## config.mk

```make
export PLATFORM = sky130hd
export DESIGN_NAME = prefix_query_tokenizer
export DESIGN_NICKNAME = d
export VERILOG_FILES = /design/src/pqt_pkg.sv /design/src/prefix_query_tokenizer.sv
export SDC_FILE = /design/constraint.sdc
export NUM_CORES = 1
export LEC_CHECK = 0
export BUFFER_PORTS_ARGS = -buffer_cell sky130_fd_sc_hd__buf_4
export CAP_MARGIN = 20
export CORE_ASPECT_RATIO = 0.5
export CORE_MARGIN = 8
export CORE_UTILIZATION = 57
export CTS_CLUSTER_DIAMETER = 30
export DETAILED_ROUTE_END_ITERATION = 12
export HOLD_SLACK_MARGIN = 0.02
export PLACE_DENSITY_LB_ADDON = 0.12
export SYNTH_ARGS = -nofsm -noshare
export SYNTH_HDL_FRONTEND = slang
export SYNTH_SLANG_ARGS = --single-unit
export TNS_END_PERCENT = 30
```

## constraint.sdc

```tcl
create_clock -name clock -period 4.2 [get_ports clock]
set_clock_uncertainty 0.1 [all_clocks]
set_input_delay 0.63 -clock clock [delete_from_list [all_inputs] [get_ports clock]]
set_output_delay 0.63 -clock clock [all_outputs]
set_load 0.1 [all_outputs]
```

## src/pqt_pkg.sv

```systemverilog
// Package for the prefix query tokenizer: token kinds, scan modes, keyword
// constants and the per-byte lexer step functions.
// No dependencies.
package pqt_pkg;

   typedef enum logic [1:0] {
      MODE_SKIP   = 2'd0,
      MODE_FIRST  = 2'd1,
      MODE_TOKEN  = 2'd2,
      MODE_ESCAPE = 2'd3
   } scan_mode_type;

   typedef enum logic [3:0] {
      KIND_END      = 4'd0,
      KIND_TERM     = 4'd1,
      KIND_AND      = 4'd2,
      KIND_OR       = 4'd3,
      KIND_NOT      = 4'd4,
      KIND_ATTR     = 4'd5,
      KIND_SET      = 4'd6,
      KIND_ATTRSET  = 4'd7,
      KIND_PROX     = 4'd8,
      KIND_TERMTYPE = 4'd9
   } token_kind_type;

   typedef enum logic [2:0] {
      CSR_ESC_BYTE      = 3'd0,
      CSR_OPEN_QUOTE_A  = 3'd1,
      CSR_CLOSE_QUOTE_A = 3'd2,
      CSR_OPEN_QUOTE_B  = 3'd3,
      CSR_CLOSE_QUOTE_B = 3'd4
   } csr_index_type;

   localparam logic [7:0]  BYTE_NUL       = 8'd0;
   localparam logic [7:0]  BYTE_SPACE     = 8'd32;
   localparam logic [7:0]  BYTE_BACKSLASH = 8'd92;
   localparam logic [7:0]  BYTE_DIGIT_0   = 8'd48;
   localparam logic [7:0]  BYTE_DIGIT_9   = 8'd57;
   localparam logic [15:0] COUNT_MAX      = 16'hFFFF;
   localparam int          NUM_KEYWORDS   = 8;
   localparam int          KEYWORD_CHARS  = 7;

   // Keyword text, one byte per character, unused tail bytes are zero.
   localparam logic [7:0] KW_TEXT [NUM_KEYWORDS][KEYWORD_CHARS] = '{
      '{8'h61, 8'h6E, 8'h64, 8'h00, 8'h00, 8'h00, 8'h00},  // and
      '{8'h6F, 8'h72, 8'h00, 8'h00, 8'h00, 8'h00, 8'h00},  // or
      '{8'h6E, 8'h6F, 8'h74, 8'h00, 8'h00, 8'h00, 8'h00},  // not
      '{8'h61, 8'h74, 8'h74, 8'h72, 8'h00, 8'h00, 8'h00},  // attr
      '{8'h73, 8'h65, 8'h74, 8'h00, 8'h00, 8'h00, 8'h00},  // set
      '{8'h61, 8'h74, 8'h74, 8'h72, 8'h73, 8'h65, 8'h74},  // attrset
      '{8'h70, 8'h72, 8'h6F, 8'h78, 8'h00, 8'h00, 8'h00},  // prox
      '{8'h74, 8'h65, 8'h72, 8'h6D, 8'h00, 8'h00, 8'h00}   // term
   };
   localparam logic [3:0] KW_LEN [NUM_KEYWORDS] = '{
      4'd3, 4'd2, 4'd3, 4'd4, 4'd3, 4'd7, 4'd4, 4'd4
   };
   localparam token_kind_type KW_KIND [NUM_KEYWORDS] = '{
      KIND_AND, KIND_OR, KIND_NOT, KIND_ATTR,
      KIND_SET, KIND_ATTRSET, KIND_PROX, KIND_TERMTYPE
   };

   typedef logic [7:0][7:0] head_type;

   typedef struct packed {
      logic [7:0] esc_byte;
      logic [7:0] open_quote_a;
      logic [7:0] close_quote_a;
      logic [7:0] open_quote_b;
      logic [7:0] close_quote_b;
   } cfg_type;

   typedef struct packed {
      scan_mode_type mode;
      logic [7:0]    delim;
      logic          bs_pending;
      logic [15:0]   start;
      logic [15:0]   len;
   } tok_state_type;

   typedef struct packed {
      token_kind_type kind;
      logic [15:0]    start;
      logic [15:0]    len;
   } result_type;

   // One write into the keyword window, at the token length before it counts up.
   typedef struct packed {
      logic        we;
      logic [15:0] idx;
      logic [7:0]  data;
   } win_write_type;

   typedef struct packed {
      tok_state_type       st;
      logic [1:0]          n_res;
      result_type [1:0]    res;
      logic [1:0]          n_wr;
      win_write_type [1:0] wr;
      logic                query_end;
   } step_type;

   typedef struct packed {
      token_kind_type kind;
      logic [15:0]    start;
      logic [15:0]    len;
      logic           last;
   } out_word_type;

   function automatic logic [15:0] sat_inc(input logic [15:0] v);
      return (v == COUNT_MAX) ? v : v + 16'd1;
   endfunction

   // The token is a keyword only when it is the escape byte followed by
   // exactly the whole keyword.
   function automatic token_kind_type classify(input head_type head,
                                               input logic [15:0] len,
                                               input logic [7:0] esc);
      token_kind_type k;
      logic           hit;
      k = KIND_TERM;
      if (head[0] == esc) begin
         for (int i = 0; i < NUM_KEYWORDS; i++) begin
            hit = (len == {12'd0, KW_LEN[i]} + 16'd1);
            for (int j = 0; j < KEYWORD_CHARS; j++) begin
               if ((4'(j) < KW_LEN[i]) && (head[j + 1] != KW_TEXT[i][j])) begin
                  hit = 1'b0;
               end
            end
            if (hit) begin
               k = KW_KIND[i];
            end
         end
      end
      return k;
   endfunction

   function automatic step_type put_result(input step_type c, input token_kind_type k,
                                           input logic [15:0] s, input logic [15:0] l);
      step_type r;
      r = c;
      if (c.n_res == 2'd0) begin
         r.res[0] = '{kind: k, start: s, len: l};
         r.n_res  = 2'd1;
      end else if (c.n_res == 2'd1) begin
         r.res[1] = '{kind: k, start: s, len: l};
         r.n_res  = 2'd2;
      end
      return r;
   endfunction

   function automatic step_type clear_token(input step_type c);
      step_type r;
      r = c;
      r.st.mode       = MODE_SKIP;
      r.st.delim      = BYTE_SPACE;
      r.st.bs_pending = 1'b0;
      r.st.len        = 16'd0;
      return r;
   endfunction

   function automatic step_type finish_token(input step_type c, input head_type head,
                                             input logic [7:0] esc);
      step_type r;
      r = put_result(c, classify(head, c.st.len, esc), c.st.start, c.st.len);
      return clear_token(r);
   endfunction

   function automatic step_type finish_query(input step_type c, input logic [15:0] cur);
      step_type r;
      r = put_result(c, KIND_END, cur, 16'd0);
      r = clear_token(r);
      r.query_end = 1'b1;
      return r;
   endfunction

   function automatic step_type take_byte(input step_type c, input logic [7:0] b);
      step_type r;
      r = c;
      if (c.n_wr == 2'd0) begin
         r.wr[0] = '{we: 1'b1, idx: c.st.len, data: b};
         r.n_wr  = 2'd1;
      end else begin
         r.wr[1] = '{we: 1'b1, idx: c.st.len, data: b};
         r.n_wr  = 2'd2;
      end
      r.st.len = sat_inc(c.st.len);
      return r;
   endfunction

   function automatic step_type in_token(input step_type c, input logic [7:0] b,
                                         input logic [15:0] cur, input head_type head,
                                         input logic [7:0] esc);
      step_type r;
      r = c;
      if (c.st.bs_pending) begin
         r.st.bs_pending = 1'b0;
         if (b == BYTE_NUL) begin
            r = finish_token(r, head, esc);
            r = finish_query(r, cur);
         end else begin
            r = take_byte(r, b);
         end
      end else if (b == BYTE_NUL) begin
         r = finish_token(r, head, esc);
         r = finish_query(r, cur);
      end else if (b == c.st.delim) begin
         r = finish_token(r, head, esc);
      end else begin
         r = take_byte(r, b);
         if (b == BYTE_BACKSLASH) begin
            r.st.bs_pending = 1'b1;
         end
      end
      return r;
   endfunction

   function automatic step_type token_begin(input step_type c, input logic [7:0] b,
                                            input logic [15:0] cur,
                                            input logic [15:0] pos_inc,
                                            input head_type head, input cfg_type cfg);
      step_type r;
      r = c;
      if (b == BYTE_SPACE) begin
         r = c;
      end else if (b == BYTE_NUL) begin
         r = finish_query(r, cur);
      end else begin
         r.st.len        = 16'd0;
         r.st.bs_pending = 1'b0;
         if ((b == cfg.open_quote_a) || (b == cfg.open_quote_b)) begin
            // Pair a wins when both opening registers match.
            r.st.delim = (b == cfg.open_quote_a) ? cfg.close_quote_a : cfg.close_quote_b;
            r.st.start = pos_inc;
            r.st.mode  = MODE_FIRST;
         end else begin
            r.st.delim = BYTE_SPACE;
            r.st.start = cur;
            if (b == cfg.esc_byte) begin
               r.st.mode = MODE_ESCAPE;
            end else begin
               r.st.mode = MODE_TOKEN;
               r = in_token(r, b, cur, head, cfg.esc_byte);
            end
         end
      end
      return r;
   endfunction

   // Full lexer step for one query byte.
   function automatic step_type tok_step(input tok_state_type st, input logic [7:0] b,
                                         input logic [15:0] cur, input head_type head,
                                         input cfg_type cfg);
      step_type   r;
      logic [15:0] pos_inc;
      r          = '0;
      r.st       = st;
      pos_inc    = sat_inc(cur);
      case (st.mode)
         MODE_SKIP: begin
            r = token_begin(r, b, cur, pos_inc, head, cfg);
         end
         MODE_FIRST: begin
            if ((b != BYTE_NUL) && (b == cfg.esc_byte)) begin
               r.st.mode = MODE_ESCAPE;
            end else begin
               r.st.mode = MODE_TOKEN;
               r = in_token(r, b, cur, head, cfg.esc_byte);
            end
         end
         MODE_TOKEN: begin
            r = in_token(r, b, cur, head, cfg.esc_byte);
         end
         default: begin
            if ((b >= BYTE_DIGIT_0) && (b <= BYTE_DIGIT_9)) begin
               // Attribute shorthand: escape plus digit, the digit opens a new token.
               r = put_result(r, KIND_ATTR, st.start, 16'd1);
               r = clear_token(r);
               r = token_begin(r, b, cur, pos_inc, head, cfg);
            end else begin
               r.st.mode = MODE_TOKEN;
               r = in_token(r, cfg.esc_byte, cur, head, cfg.esc_byte);
               if (r.st.mode == MODE_SKIP) begin
                  r = token_begin(r, b, cur, pos_inc, head, cfg);
               end else begin
                  r = in_token(r, b, cur, head, cfg.esc_byte);
               end
            end
         end
      endcase
      return r;
   endfunction

endpackage

```

## src/prefix_query_tokenizer.sv

```systemverilog
// Prefix query tokenizer top level: scan state, keyword window, config
// registers and a four-word result queue. Depends on pqt_pkg.
//
// A result word is written into the result queue when its byte is accepted, and is offered on rsp from there.
// One query byte is taken per cycle while req_tready is high; a byte that ends a token and
// the query yields two words. The rsp port drains one word per cycle from the queue
// while rsp_tready is high; req_tready drops while the result queue holds more than two words.
// Reset is synchronous: scan state, position, queue and config return to defaults.
module prefix_query_tokenizer
   import pqt_pkg::*;
#(
   parameter int KEYWORD_WINDOW = 8
) (
   input  logic        clock,
   input  logic        reset,
   // Query byte input.
   input  logic        req_tvalid,
   output logic        req_tready,
   input  logic [7:0]  req_tdata,   // [7:0] query_byte
   // Token output.
   output logic        rsp_tvalid,
   input  logic        rsp_tready,
   output logic [31:0] rsp_tdata,   // [15:0] token_start, [31:16] token_length
   output logic [3:0]  rsp_tuser,   // [3:0] token_kind
   output logic        rsp_tlast,   // last_of_run
   // Configuration writes.
   input  logic        csr_we,
   input  logic [2:0]  csr_index,
   input  logic [7:0]  csr_wdata
);

   localparam int WIN_IDX_W = $clog2(KEYWORD_WINDOW);

   cfg_type       cfg_ff;
   tok_state_type tok_st_ff, tok_st_in;
   logic [15:0]   position_ff, position_in;
   logic [7:0]    window_ff [KEYWORD_WINDOW];
   head_type      head;
   step_type      step;
   logic          accept;

   out_word_type  queue_ff [4];
   logic [1:0]    wr_ptr_ff, rd_ptr_ff;
   logic [2:0]    count_ff, count_in;
   logic          pop;

   assign accept = req_tvalid && req_tready;

   always_comb begin
      for (int i = 0; i < 8; i++) begin
         head[i] = window_ff[WIN_IDX_W'(i)];
      end
   end

   assign step        = tok_step(tok_st_ff, req_tdata, position_ff, head, cfg_ff);
   assign tok_st_in   = step.st;
   assign position_in = step.query_end ? 16'd0 : sat_inc(position_ff);

   always_ff @(posedge clock) begin
      if (reset) begin
         cfg_ff <= '{esc_byte: 8'd64, open_quote_a: 8'd123, close_quote_a: 8'd125,
                     open_quote_b: 8'd34, close_quote_b: 8'd34};
      end else if (csr_we) begin
         case (csr_index)
            CSR_ESC_BYTE:      cfg_ff.esc_byte      <= csr_wdata;
            CSR_OPEN_QUOTE_A:  cfg_ff.open_quote_a  <= csr_wdata;
            CSR_CLOSE_QUOTE_A: cfg_ff.close_quote_a <= csr_wdata;
            CSR_OPEN_QUOTE_B:  cfg_ff.open_quote_b  <= csr_wdata;
            CSR_CLOSE_QUOTE_B: cfg_ff.close_quote_b <= csr_wdata;
            default: ;
         endcase
      end
   end

   always_ff @(posedge clock) begin
      if (reset) begin
         tok_st_ff   <= '{mode: MODE_SKIP, delim: BYTE_SPACE, bs_pending: 1'b0,
                          start: 16'd0, len: 16'd0};
         position_ff <= 16'd0;
      end else if (accept) begin
         tok_st_ff   <= tok_st_in;
         position_ff <= position_in;
      end
   end

   // Only entries below the current token length can decide a keyword match, so the
   // window needs no reset. The second write is the later one.
   always_ff @(posedge clock) begin
      if (accept) begin
         for (int w = 0; w < 2; w++) begin
            if (step.wr[w].we && (step.wr[w].idx < 16'(KEYWORD_WINDOW))) begin
               window_ff[step.wr[w].idx[WIN_IDX_W-1:0]] <= step.wr[w].data;
            end
         end
      end
   end

   // Result queue.
   assign pop        = rsp_tvalid && rsp_tready;
   assign rsp_tvalid = (count_ff != 3'd0);
   assign req_tready = (count_ff <= 3'd2);

   always_comb begin
      count_in = count_ff - {2'd0, pop};
      if (accept) begin
         count_in = count_in + {1'b0, step.n_res};
      end
   end

   always_ff @(posedge clock) begin
      if (accept) begin
         if (step.n_res != 2'd0) begin
            queue_ff[wr_ptr_ff] <= '{kind: step.res[0].kind, start: step.res[0].start,
                                     len: step.res[0].len, last: (step.n_res == 2'd1)};
         end
         if (step.n_res == 2'd2) begin
            queue_ff[wr_ptr_ff + 2'd1] <= '{kind: step.res[1].kind,
                                            start: step.res[1].start,
                                            len: step.res[1].len, last: 1'b1};
         end
      end
   end

   always_ff @(posedge clock) begin
      if (reset) begin
         wr_ptr_ff <= 2'd0;
         rd_ptr_ff <= 2'd0;
         count_ff  <= 3'd0;
      end else begin
         if (accept) begin
            wr_ptr_ff <= wr_ptr_ff + step.n_res;
         end
         if (pop) begin
            rd_ptr_ff <= rd_ptr_ff + 2'd1;
         end
         count_ff <= count_in;
      end
   end

   assign rsp_tdata = {queue_ff[rd_ptr_ff].len, queue_ff[rd_ptr_ff].start};
   assign rsp_tuser = queue_ff[rd_ptr_ff].kind;
   assign rsp_tlast = queue_ff[rd_ptr_ff].last;

endmodule

```

==> out/results.txt <==
wire length per cell: 22.98 microns
Tightest Hold Check Type: input pin to flop
CP most frequent cell: nand2_1
crit-path max FO: 9
worst setup path end: queue_ff[1][29]
initial antenna violation count: 0
Pins Over Slew Limit: 0
crit end category: flop
CP required: 4.54 ns
initial DRC count: 2115
highest clock rate: 0.2541 GHz
vias in the first global route: 15390
EDFF count, synth: 208
mean post-synth cell area: 9.524 sq um
DR vias/cell: 6.653
Num Clock Sinks: 320
Clock Tree Root: clkbuf_16
Core Region: 31940 sq um
crit-path cells: xor2_1, nor4_1, nand2_1, nor2_2, nand2_1, ha_1, nand2_1, nand2_1, o21ai_0, a211oi_2, buf_6, a22o_1, a22o_1
clock-pin slew on the worst setup and hold paths: 0.06 ns
startpoint types: flop
Port-buffer cells: 62
Clock Tree Buf Depth: 3
CTS H-tree depth: 2
Seq cells post-synth: 320
placed wire-length estimate: 39.87 mm
Layout area overhead: 15.49%
die area: 39090 sq um
final setup fails: 0
Worst Hold Slack: 0.2285 ns
max_cap viols: 0
Starting Density: 58.35%
Yosys warning count: 0
total vias in the final route: 16670
met1 Use GR: 41.61%
Design Area, Final: 21530 sq um
status: finished, final reports clean
nets: 2084
routability cong.: 0.9601
layout cells sized above 1: 17.98%
met2 Track Usage GR: 42.46%
global route total overflow: 0
WL final: 57.59 mm
peak supply drop: 0.4002 mV
Syn Nets: 2001
Final Hold Vio Count: 0
setup TNS: 0 ns
clock tree from TritonCTS: built
post-synth top area share: 33.51%
gr usage total: 28.73%
TritonCTS buffer count: 44
num ports: 63
Cells after Synth: 1957
Pre-antenna DRT Iters: 5
final non-filler cell total: 2506
Final period util: 93.71%
WS Path Type: flop to flop
most frequent cells in the layout: nand2_1, edfxtp_1, a21oi_1, buf_4, nor2_1
dpl cell area: 20060 sq um
FF-to-FF End: queue_ff[1][29]
Reg2Reg Setup Slack: 0.26 ns
Pleak: 7.310 nW
family with the most delay on the worst path: compound AO/OA/AOI/OAI gates
drt drc: 0
FF-to-FF Start: cfg_ff[37]
Synth Flop Type: edfxtp_1
pin count of the biggest net entering global routing: 55
cell count along the critical path: 13
grt met3 use: 7.398%
worst path bufs/invs: 1
CP max stage delay: 0.75 ns
Die Span X: 271.7 microns
Slew HR: 27.19%
Worst-Margin Slew: 1.092 ns
die height: 143.9 microns
area leader, netlist: edfxtp_1
Synth cell types: 89
clk_lat worst skew: 0.57 ns
placed cells: 2426
slowest cell on the critical path: a211oi_2
asr flop ratio synth: 0%
post-route ant nets: 0
crit path from: cfg_ff[37]
global-route wire length before repair: 89.24 mm
RSZ-0062 raised after global routing: false
minimum clock period: 3.936 ns
post-synthesis sequential area ratio: 45.54%
Cell Pwr Density: 517.7 nW/um^2
# diodes: 0
commonest non-fill, non-tap cell in the layout: nand2_1
row cnt: 46
arrival time worst endpoint: 4.27 ns
Synth Cell Area: 18640 sq um
GRT busiest layer: met2
top cells by area, synth: edfxtp_1, dfxtp_1, a21oi_1, nand2_1, mux4_2
worst r2r path cells: 13
## how the worst min path moves through the flow
stage | from | to | cells after the start
3_3_place_gp | cfg_ff[6] | cfg_ff[6] | 2
5_1_grt | csr_wdata[0] | cfg_ff[16] | 2
6_report | csr_wdata[0] | cfg_ff[16] | 2
4_1_cts | csr_wdata[0] | cfg_ff[16] | 2
2_1_floorplan | cfg_ff[0] | cfg_ff[0] | 2
3_5_place_dp | cfg_ff[6] | cfg_ff[6] | 2
## where the power goes
| part | switching (mW) | internal [mW] |
|---|---|---|
| clock | 1.56 | 2.11 |
| combinational | 2.53 | 1.15 |
| sequential | 0.217 | 3.57 |
## synth_stat cells (all sizes together), types with 38 or more instances
cell type,instances
clkbuf,87
nor3,38
nand2,236
edfxtp,208
nand3,64
dfxtp,112
o22ai,113
a21oi,193
o21ai,75
a22o,57
buf,70
nor2,164
## layout make-up
class	instances	area [sq um]
Timing Repair Buffer	194	1539
Inverter	28	105.1
Clock buffer	48	1116
Multi-Input combinational cell	1452	9409
Clock inverter	32	325.3
Fill cell	2551	10420
Tap cell	432	540.5
Sequential cell	320	8491
## routing by layer
layer / share of wire, % / wire [microns] / up-vias
li1: - / - / 7579
met1: 43 / 24810 / 7952
met2: 42 / 24400 / 1035
met3: 12 / 7136 / 106
met4: 2.2 / 1243 / 0
met5: 0 / 0 / -
## flip-flops by register name, summed over array words and instances, names as in the netlist, named ones only
name and cells:
window_ff 64, rd_ptr_ff 2, queue_ff 148, wr_ptr_ff 2, count_ff 3, tok_st_ff 43, cfg_ff 40, position_ff 16
## timing repair
action,in CTS,in global routing
resized for setup,0,13
endpoints found under the setup margin,0,264
hold buffers,0,0
setup buffers,0,0
## cell families after synthesis
logic type / synth area share [%]
AOI/OAI and AO/OA: 20.04
buffers and inverters: 4.229
DFF: 45.54
muxes: 7.250
xor gates and xnor gates: 3.242
adders and majority gates: 1.383
and+or+nand+nor: 18.31
## through the flow
| stage | worst slack, ns | util (%) | total power [mW] |
|---|---|---|---|
| 2_1_floorplan | -0.1835 | - | 6.444 |
| 3_3_place_gp | 0.09822 | 62.76 | 7.455 |
| 3_5_place_dp | 0.1368 | 62.80 | 7.480 |
| 4_1_cts | 0.1784 | 67.31 | 11.14 |
| 5_1_grt | 0.008765 | 67.39 | 11.57 |
| 6_report | 0.2641 | 67.39 | 11.14 |
No activity file was read; power rests on OpenSTA's default activity.
